[src/design/tswa_pkg.sv]
`timescale 1ns / 1ps
`default_nettype none

package tswa_pkg;

   // Command codes carried on the request channel.
   typedef enum logic [1:0] {
      CMD_STAMP = 2'd0,
      CMD_RESET = 2'd1,
      CMD_PAUSE = 2'd2,
      CMD_PLAY  = 2'd3
   } tswa_cmd_type;

   // Playback stage, one-hot.
   typedef enum logic [2:0] {
      STAGE_CLEAR = 3'b001,
      STAGE_HOLD  = 3'b010,
      STAGE_RUN   = 3'b100
   } tswa_stage_type;

   localparam int unsigned STAMP_W = 32;
   localparam int unsigned US_W    = 33;
   localparam int unsigned MS_W    = 32;
   localparam int unsigned PLAY_W  = 42;
   localparam int unsigned GAP_W   = 35;
   localparam int unsigned TOTAL_W = 64;

   // Microseconds in one tenth of a second and in one millisecond.
   localparam logic [16:0] TENTH_US = 17'd100000;
   localparam logic [9:0]  MS_US    = 10'd1000;

   // Wrap correction is the stamp range plus one; half of it splits small
   // backward steps from wraps.
   localparam logic signed [GAP_W-1:0] WRAP_ADD = 35'sd6553600001;
   localparam logic signed [GAP_W-1:0] NEG_HALF = -35'sd3276800000;

   // One converted request, passed from the input register to the core.
   typedef struct packed {
      tswa_cmd_type             command;
      logic [US_W-1:0]          now_us;
      logic [PLAY_W-1:0]        play_us;
   } tswa_work_type;

endpackage

`default_nettype wire

[src/design/tswa_req_if.sv]
`timescale 1ns / 1ps
`default_nettype none

interface tswa_req_if;
   logic        valid;
   logic        ready;
   logic [1:0]  command;
   logic [31:0] raw_stamp;
   logic [31:0] pause_elapsed_ms;

   modport source (output valid, command, raw_stamp, pause_elapsed_ms, input ready);
   modport sink   (input valid, command, raw_stamp, pause_elapsed_ms, output ready);
endinterface

`default_nettype wire

[src/design/tswa_rsp_if.sv]
`timescale 1ns / 1ps
`default_nettype none

interface tswa_rsp_if;
   logic        valid;
   logic        ready;
   logic [63:0] accumulated_us;
   logic        advanced;

   modport source (output valid, accumulated_us, advanced, input ready);
   modport sink   (input valid, accumulated_us, advanced, output ready);
endinterface

`default_nettype wire

[src/design/timestamp_wrap_accumulator.sv]
// A stamp transaction passes the input register, then the result register.
// One transaction per cycle unless the result side stalls; stage, total and
// last stamp registers update in the same cycle, for the next transaction.
// Reset, pause and play commands produce no result.
// Synchronous active-high reset clears the stage to reset, the total and
// the last stamp to zero, and empties both pipeline registers.
`timescale 1ns / 1ps
`default_nettype none

module timestamp_wrap_accumulator
   import tswa_pkg::*;
(
   input  wire logic  clock,
   input  wire logic  reset,
   tswa_req_if.sink   req_bus,
   tswa_rsp_if.source rsp_bus
);

   logic          advance;
   logic          work_valid;
   tswa_work_type work;

   // Input register with stamp and pause conversion.
   tswa_front u_front (
      .clock      (clock),
      .reset      (reset),
      .req_bus    (req_bus),
      .advance    (advance),
      .work_valid (work_valid),
      .work       (work)
   );

   // State update and result register.
   tswa_core u_core (
      .clock      (clock),
      .reset      (reset),
      .work_valid (work_valid),
      .work       (work),
      .advance    (advance),
      .rsp_bus    (rsp_bus)
   );

endmodule

`default_nettype wire

[src/design/tswa_front.sv]
`timescale 1ns / 1ps
`default_nettype none

module tswa_front
   import tswa_pkg::*;
(
   input  wire logic     clock,
   input  wire logic     reset,
   tswa_req_if.sink      req_bus,
   input  wire logic     advance,
   output logic          work_valid,
   output tswa_work_type work
);

   logic          valid_ff;
   logic          valid_in;
   tswa_work_type work_ff;
   tswa_work_type work_in;
   logic          load;

   // The register can take a transaction when empty or when the core drains it.
   assign req_bus.ready = !valid_ff || advance;
   assign load          = req_bus.valid && req_bus.ready;

   // Convert the stamp and the pause time to microseconds on the way in.
   always_comb begin
      work_in.command = tswa_cmd_type'(req_bus.command);
      work_in.now_us  = US_W'(req_bus.raw_stamp[31:16]) * US_W'(TENTH_US)
                      + US_W'({req_bus.raw_stamp[15:0], 1'b0});
      work_in.play_us = PLAY_W'(req_bus.pause_elapsed_ms) * PLAY_W'(MS_US);
   end

   always_comb begin
      valid_in = valid_ff;
      if (load) begin
         valid_in = 1'b1;
      end else if (advance) begin
         valid_in = 1'b0;
      end
   end

   always_ff @(posedge clock) begin
      if (reset) begin
         valid_ff <= 1'b0;
      end else begin
         valid_ff <= valid_in;
      end
   end

   always_ff @(posedge clock) begin
      if (load) begin
         work_ff <= work_in;
      end
   end

   assign work_valid = valid_ff;
   assign work       = work_ff;

endmodule

`default_nettype wire

[src/design/tswa_core.sv]
`timescale 1ns / 1ps
`default_nettype none

module tswa_core
   import tswa_pkg::*;
(
   input  wire logic           clock,
   input  wire logic           reset,
   input  wire logic           work_valid,
   input  wire tswa_work_type  work,
   output logic                advance,
   tswa_rsp_if.source          rsp_bus
);

   tswa_stage_type          stage_ff;
   tswa_stage_type          stage_in;
   logic [TOTAL_W-1:0]      total_ff;
   logic [TOTAL_W-1:0]      total_in;
   logic [US_W-1:0]         last_ff;
   logic [US_W-1:0]         last_in;
   logic                    out_valid_ff;
   logic                    out_valid_in;
   logic [TOTAL_W-1:0]      out_acc_ff;
   logic [TOTAL_W-1:0]      out_acc_in;
   logic                    out_adv_ff;
   logic                    out_adv_in;
   logic                    fire;
   logic signed [GAP_W-1:0] delta;
   logic signed [GAP_W-1:0] gap;
   logic [TOTAL_W-1:0]      sum;
   logic                    positive;

   // The core moves when the result register is empty or being taken.
   assign advance = !out_valid_ff || rsp_bus.ready;
   assign fire    = advance && work_valid;

   // Signed gap from the last accepted stamp, with wrap correction.
   always_comb begin
      delta    = $signed({2'b00, work.now_us}) - $signed({2'b00, last_ff});
      gap      = (delta <= NEG_HALF) ? delta + WRAP_ADD : delta;
      sum      = total_ff + {{(TOTAL_W-GAP_W){gap[GAP_W-1]}}, gap};
      positive = !gap[GAP_W-1] && (gap != '0);
   end

   // Next state and result for the transaction in the input register.
   always_comb begin
      stage_in     = stage_ff;
      total_in     = total_ff;
      last_in      = last_ff;
      out_valid_in = out_valid_ff;
      out_acc_in   = out_acc_ff;
      out_adv_in   = out_adv_ff;
      if (advance) begin
         out_valid_in = 1'b0;
      end
      if (fire) begin
         case (work.command)
            CMD_RESET: begin
               stage_in = STAGE_CLEAR;
            end
            CMD_PAUSE: begin
               stage_in = STAGE_HOLD;
            end
            CMD_PLAY: begin
               total_in = total_ff + TOTAL_W'(work.play_us);
            end
            CMD_STAMP: begin
               out_valid_in = 1'b1;
               out_adv_in   = 1'b0;
               case (stage_ff)
                  STAGE_CLEAR: begin
                     stage_in   = STAGE_RUN;
                     total_in   = '0;
                     out_acc_in = '0;
                  end
                  STAGE_HOLD: begin
                     stage_in   = STAGE_RUN;
                     out_acc_in = total_ff;
                  end
                  default: begin
                     out_acc_in = sum;
                     if (positive) begin
                        total_in   = sum;
                        last_in    = work.now_us;
                        out_adv_in = 1'b1;
                     end
                  end
               endcase
            end
            default: begin
               stage_in = stage_ff;
            end
         endcase
      end
   end

   always_ff @(posedge clock) begin
      if (reset) begin
         stage_ff     <= STAGE_CLEAR;
         total_ff     <= '0;
         last_ff      <= '0;
         out_valid_ff <= 1'b0;
      end else begin
         stage_ff     <= stage_in;
         total_ff     <= total_in;
         last_ff      <= last_in;
         out_valid_ff <= out_valid_in;
      end
   end

   // Result payload needs no reset.
   always_ff @(posedge clock) begin
      out_acc_ff <= out_acc_in;
      out_adv_ff <= out_adv_in;
   end

   assign rsp_bus.valid          = out_valid_ff;
   assign rsp_bus.accumulated_us = out_acc_ff;
   assign rsp_bus.advanced       = out_adv_ff;

endmodule

`default_nettype wire

[src/flat_wrapper.sv]
// flat-port wrapper written by rule: the top's interface ports become plain ports
module timestamp_wrap_accumulator_flat import tswa_pkg::*;
  (clock, reset, req_bus_valid, req_bus_command, req_bus_raw_stamp, req_bus_pause_elapsed_ms, req_bus_ready, rsp_bus_valid, rsp_bus_accumulated_us, rsp_bus_advanced, rsp_bus_ready);
  tswa_req_if req_bus_i ();
  tswa_rsp_if rsp_bus_i ();
  input  wire logic clock;
  input  wire logic reset;
  input wire logic [$bits(req_bus_i.valid)-1:0] req_bus_valid;
  input wire logic [$bits(req_bus_i.command)-1:0] req_bus_command;
  input wire logic [$bits(req_bus_i.raw_stamp)-1:0] req_bus_raw_stamp;
  input wire logic [$bits(req_bus_i.pause_elapsed_ms)-1:0] req_bus_pause_elapsed_ms;
  output wire logic [$bits(req_bus_i.ready)-1:0] req_bus_ready;
  output wire logic [$bits(rsp_bus_i.valid)-1:0] rsp_bus_valid;
  output wire logic [$bits(rsp_bus_i.accumulated_us)-1:0] rsp_bus_accumulated_us;
  output wire logic [$bits(rsp_bus_i.advanced)-1:0] rsp_bus_advanced;
  input wire logic [$bits(rsp_bus_i.ready)-1:0] rsp_bus_ready;
  assign req_bus_i.valid = req_bus_valid;
  assign req_bus_i.command = req_bus_command;
  assign req_bus_i.raw_stamp = req_bus_raw_stamp;
  assign req_bus_i.pause_elapsed_ms = req_bus_pause_elapsed_ms;
  assign req_bus_ready = req_bus_i.ready;
  assign rsp_bus_valid = rsp_bus_i.valid;
  assign rsp_bus_accumulated_us = rsp_bus_i.accumulated_us;
  assign rsp_bus_advanced = rsp_bus_i.advanced;
  assign rsp_bus_i.ready = rsp_bus_ready;
  timestamp_wrap_accumulator u_core (.clock(clock), .reset(reset), .req_bus(req_bus_i), .rsp_bus(rsp_bus_i));
endmodule
[config.mk]
export PLATFORM = sky130hd
export DESIGN_NAME = timestamp_wrap_accumulator_flat
export DESIGN_NICKNAME = d
export VERILOG_FILES = /design/src/design/tswa_pkg.sv /design/src/design/tswa_req_if.sv /design/src/design/tswa_rsp_if.sv /design/src/design/timestamp_wrap_accumulator.sv /design/src/design/tswa_front.sv /design/src/design/tswa_core.sv /design/src/flat_wrapper.sv
export SDC_FILE = /design/constraint.sdc
export NUM_CORES = 1
export LEC_CHECK = 0
export BUFFER_PORTS_ARGS = -buffer_cell sky130_fd_sc_hd__buf_2
export CAP_MARGIN = 5
export CORE_MARGIN = 1
export CORE_UTILIZATION = 60
export CTS_CLUSTER_DIAMETER = 40
export DETAILED_ROUTE_END_ITERATION = 10
export GPL_TIMING_DRIVEN = 0
export PLACE_DENSITY = 0.87
export SKIP_CTS_REPAIR_TIMING = 1
export SYNTH_ARGS = -nofsm -noshare
export SYNTH_HDL_FRONTEND = slang
export SYNTH_SLANG_ARGS = --single-unit
[constraint.sdc]
create_clock -name clock -period 8.4 [get_ports clock]
set_input_delay 1.26 -clock clock [delete_from_list [all_inputs] [get_ports clock]]
set_output_delay 1.26 -clock clock [all_outputs]
set_load 0.05 [all_outputs]
==> flow_summary.json <==
{
  "antenna_found_initial": 0,
  "synthTopCellsByArea": "ha_1, edfxtp_1, fa_1, dfxtp_1, xnor2_1",
  "criticalPathCategory": "flip-flop to flip-flop",
  "dp_hpwl_microns": 55900,
  "grt_max_degree": 66,
  "gr-total-overflow": 0,
  "finalHoldViolCount": 0,
  "powerDensity_mw_per_mm2": 377,
  "hold_ws_ns": 0.495,
  "share_comb_of_total_power_pct": 67.1,
  "placedCellCount": 3499,
  "yosysSeqAreaShare_pct": 23.7,
  "start_util_pct": 61.4,
  "synth_top_area_share_pct": 16.2,
  "vias": 22643,
  "finalWirelength_microns": 71300,
  "die_y_microns": 210,
  "ant_nets": 0,
  "clock_latency_ns": 0.59,
  "cts_sinks": 239,
  "pwr-share-clk_pct": 16.7,
  "worstRegToRegCells": 27,
  "fp.dieW_microns": 210,
  "switching_share_pct": 47.7,
  "leakagePower_nw": 12.9,
  "avgViaCountPerCell": 6.32,
  "cts-root-buf": "clkbuf_16",
  "status": "complete, no violations",
  "yosys.area.top_type": "ha_1",
  "avgSynthCellArea_sq_um": 9.33,
  "intPower_w": 0.00573,
  "gp_congestion": 0.969,
  "worst_pin_slew_ns": 1.16,
  "postLayoutCellArea_sq_mm": 0.0291,
  "synth_edf_count": 138,
  "cts_made_buffers": 43,
  "switchingPower_w": 0.00523,
  "synth_cell_types": 94,
  "whs_path_depth": 2,
  "grt_pass1_wl_microns": 115000,
  "std_cell_rows": 75,
  "clock.fmax_ghz": 0.125,
  "grt_pass1_vias": 22629,
  "layout_setup_ws_ns": 0.376,
  "synthCells": 2785,
  "dr.pass1.iters": 6,
  "fin_cells": 3580,
  "min_path_type": "flip-flop to flip-flop",
  "route.detailed.drc": 0,
  "die_area_sq_mm": 0.0441,
  "core_sq_mm": 0.0423,
  "grt_use_total_pct": 32.3,
  "fin_crit_sh_pct": 95.5,
  "pre_cts_slack_ns": -0.349,
  "critical_path_arrival_ns": 8.32,
  "ir_drop_mv": 0.233,
  "seq_area_sq_mm": 0.00617,
  "worstSetupEndpointType": "flip-flop",
  "cp_max_fo": 10,
  "yosys_warnings": 0,
  "drive_gt1_share_pct": 10.1,
  "wl_per_cell_microns": 19.9,
  "crit_required_ns": 8.69,
  "seqPwrFrac_pct": 16.2,
  "cts_tree": "yes",
  "slew_violations": 0,
  "cp-start-kind": "flip-flop",
  "final_nets": 3541,
  "async_reset_ff_share_pct": 0,
  "skew_ns": 0.0461,
  "setup_viol": 0,
  "clk_path_buf_depth": 3,
  "cts_max_level": 2,
  "io_pins": 137,
  "fillerInstances": 3169,
  "syn2layout_area_growth_pct": 11.9,
  "synth-main-ff-cell": "edfxtp_1",
  "placedInstanceArea_sq_mm": 0.0274,
  "min_period_ns": 8.02,
  "drt_first_iter_violations": 2160,
  "port_buffers": 135,
  "r2r_setup_slack_ns": 0.38,
  "antennaDiodeCount": 0,
  "ys_ff_latch": 239,
  "syn-cell-area_sq_mm": 0.0260,
  "clk_pin_slew_ns": 0.06,
  "max-cap-violations": 0,
  "slew_headroom_pct": 22.6,
  "synth_fp_nets": 3358,
  "p_total_w": 0.0110,
  "multi_input_area_sq_mm": 0.0187
}
-- logic make-up (layout without fill, tap and decap cells) --
logic type,after synthesis,count (layout),synth area share [%]
AOI/OAI and AO/OA,808,808,21.5
xor gates and xnor gates,196,196,6.66
adders and majority gates,503,503,29.0
buffers and inverters,312,530,4.76
DFF,239,239,23.7
muxes,38,38,1.47
and+or+nand+nor,689,689,12.8
-- routing by layer --
| layer | track usage, % | part of all wire (%) | up-vias |
|---|---|---|---|
| met1 | 42.2 | 43 | 10948 |
| met3 | 4.57 | 6.6 | 194 |
| met2 | 53.6 | 47 | 955 |
| li1 | - | - | 10546 |
| met4 | 13.6 | 4.2 | 0 |
| met5 | 0 | 0 | - |
-- cells in the mapped netlist, types with 77 or more instances --
cell,n
inv_1,223
a21o_1,97
dfxtp_1,101
xnor2_1,137
nor2_1,212
o21ai_0,105
ha_1,337
nand2_1,154
nor3_1,77
a21oi_1,201
fa_1,166
edfxtp_1,138
-- path summary, 6_finish.rpt --
path	startpoint	end
max	u_core.u_front.work[52]$_DFFE_PP_	u_core.u_core.rsp_bus.accumulated_us[63]$_DFFE_PP_
min reg2reg	u_core.u_core.last_ff[7]$_SDFFE_PP0P_	u_core.u_core.last_ff[7]$_SDFFE_PP0P_
min	u_core.u_core.last_ff[7]$_SDFFE_PP0P_	u_core.u_core.last_ff[7]$_SDFFE_PP0P_
max reg2reg	u_core.u_front.work[52]$_DFFE_PP_	u_core.u_core.rsp_bus.accumulated_us[63]$_DFFE_PP_
-- state kept, by name, summed over array words and instances, names as in the netlist --
| name | count |
|---|---|
| u_core.u_core.rsp_bus.accumulated_us | 64 |
| u_core.u_core.stage_ff | 3 |
| u_core.u_front.work_valid | 1 |
| u_core.u_core.rsp_bus.advanced | 1 |
| u_core.u_core.rsp_bus.valid | 1 |
| u_core.u_core.last_ff | 32 |
| u_core.u_front.work | 73 |
| u_core.u_core.total_ff | 64 |
-- layout make-up --
cell class / instances / share of cell area, %
repair buffers: 139 / 2.51
multi-input cells: 2234 / 64.3
flip-flops and latches: 239 / 21.2
inverters: 224 / 2.90
clock inverters: 28 / 1.19
well taps: 577 / 2.48
clock buffers: 52 / 4.03
plain buffers: 87 / 1.37
-- placed cells by master (no fill, tap or decap), drive strengths merged, types with 19 or more instances in the layout --
| cell | count |
|---|---|
| ha | 337 |
| inv | 240 |
| nor2 | 212 |
| a21oi | 206 |
| buf | 171 |
| fa | 166 |
| nand2 | 154 |
| edfxtp | 138 |
| xnor2 | 137 |
| o21ai | 133 |
| clkbuf | 107 |
| dfxtp | 101 |
| a21o | 97 |
| nor3 | 80 |
| a22o | 63 |
| xor2 | 59 |
| nand3 | 48 |
| a221oi | 45 |
| o21a | 41 |
| o21bai | 38 |
| mux2i | 36 |
| and3 | 35 |
| nand2b | 31 |
| a211oi | 28 |
| nor2b | 27 |
| nand4 | 19 |
| a31oi | 19 |
-- stage by stage --
stage	utilization (%)	setup TNS, ns
4_1_cts	68.4	-1.38
3_5_place_dp	64.8	-0.809
3_3_place_gp	64.7	-2.33
2_1_floorplan	-	0
5_1_grt	68.7	-0.00229
6_report	68.7	0
-- power by group through the flow --
stage / logic, W / clock network (W) / registers (W)
floorplan: 0.00548 / 0 / 0.00176
global placement: 0.00681 / 0 / 0.00179
detailed placement: 0.00711 / 0 / 0.00179
CTS: 0.00719 / 0.00184 / 0.00177
global route: 0.00810 / 0.00189 / 0.00178
finish: 0.00736 / 0.00183 / 0.00178
-- critical path: stages (launching register included) --
cell and delay (ns):
edfxtp_1 0.40, ha_1 0.40, buf_2 0.25, nand2_1 0.07, o311ai_1 0.55, o311a_1 0.46
o211ai_1 0.15, nand4b_1 0.28, nand3_2 0.16, or3_1 0.45, o211a_1 0.28, buf_6 0.17
ha_1 0.23, a211oi_1 0.30, o21ai_0 0.18, nand2_1 0.11, o31ai_1 0.15, a31o_2 0.32
a211o_1 0.37, a2111o_1 0.57, a221oi_2 0.41, o31ai_1 0.19, or2_2 0.35, a41oi_2 0.28
xnor2_1 0.22, nor2_1 0.08, o21ai_0 0.17, o21ai_0 0.15
No activity file was read; power rests on OpenSTA's default activity.
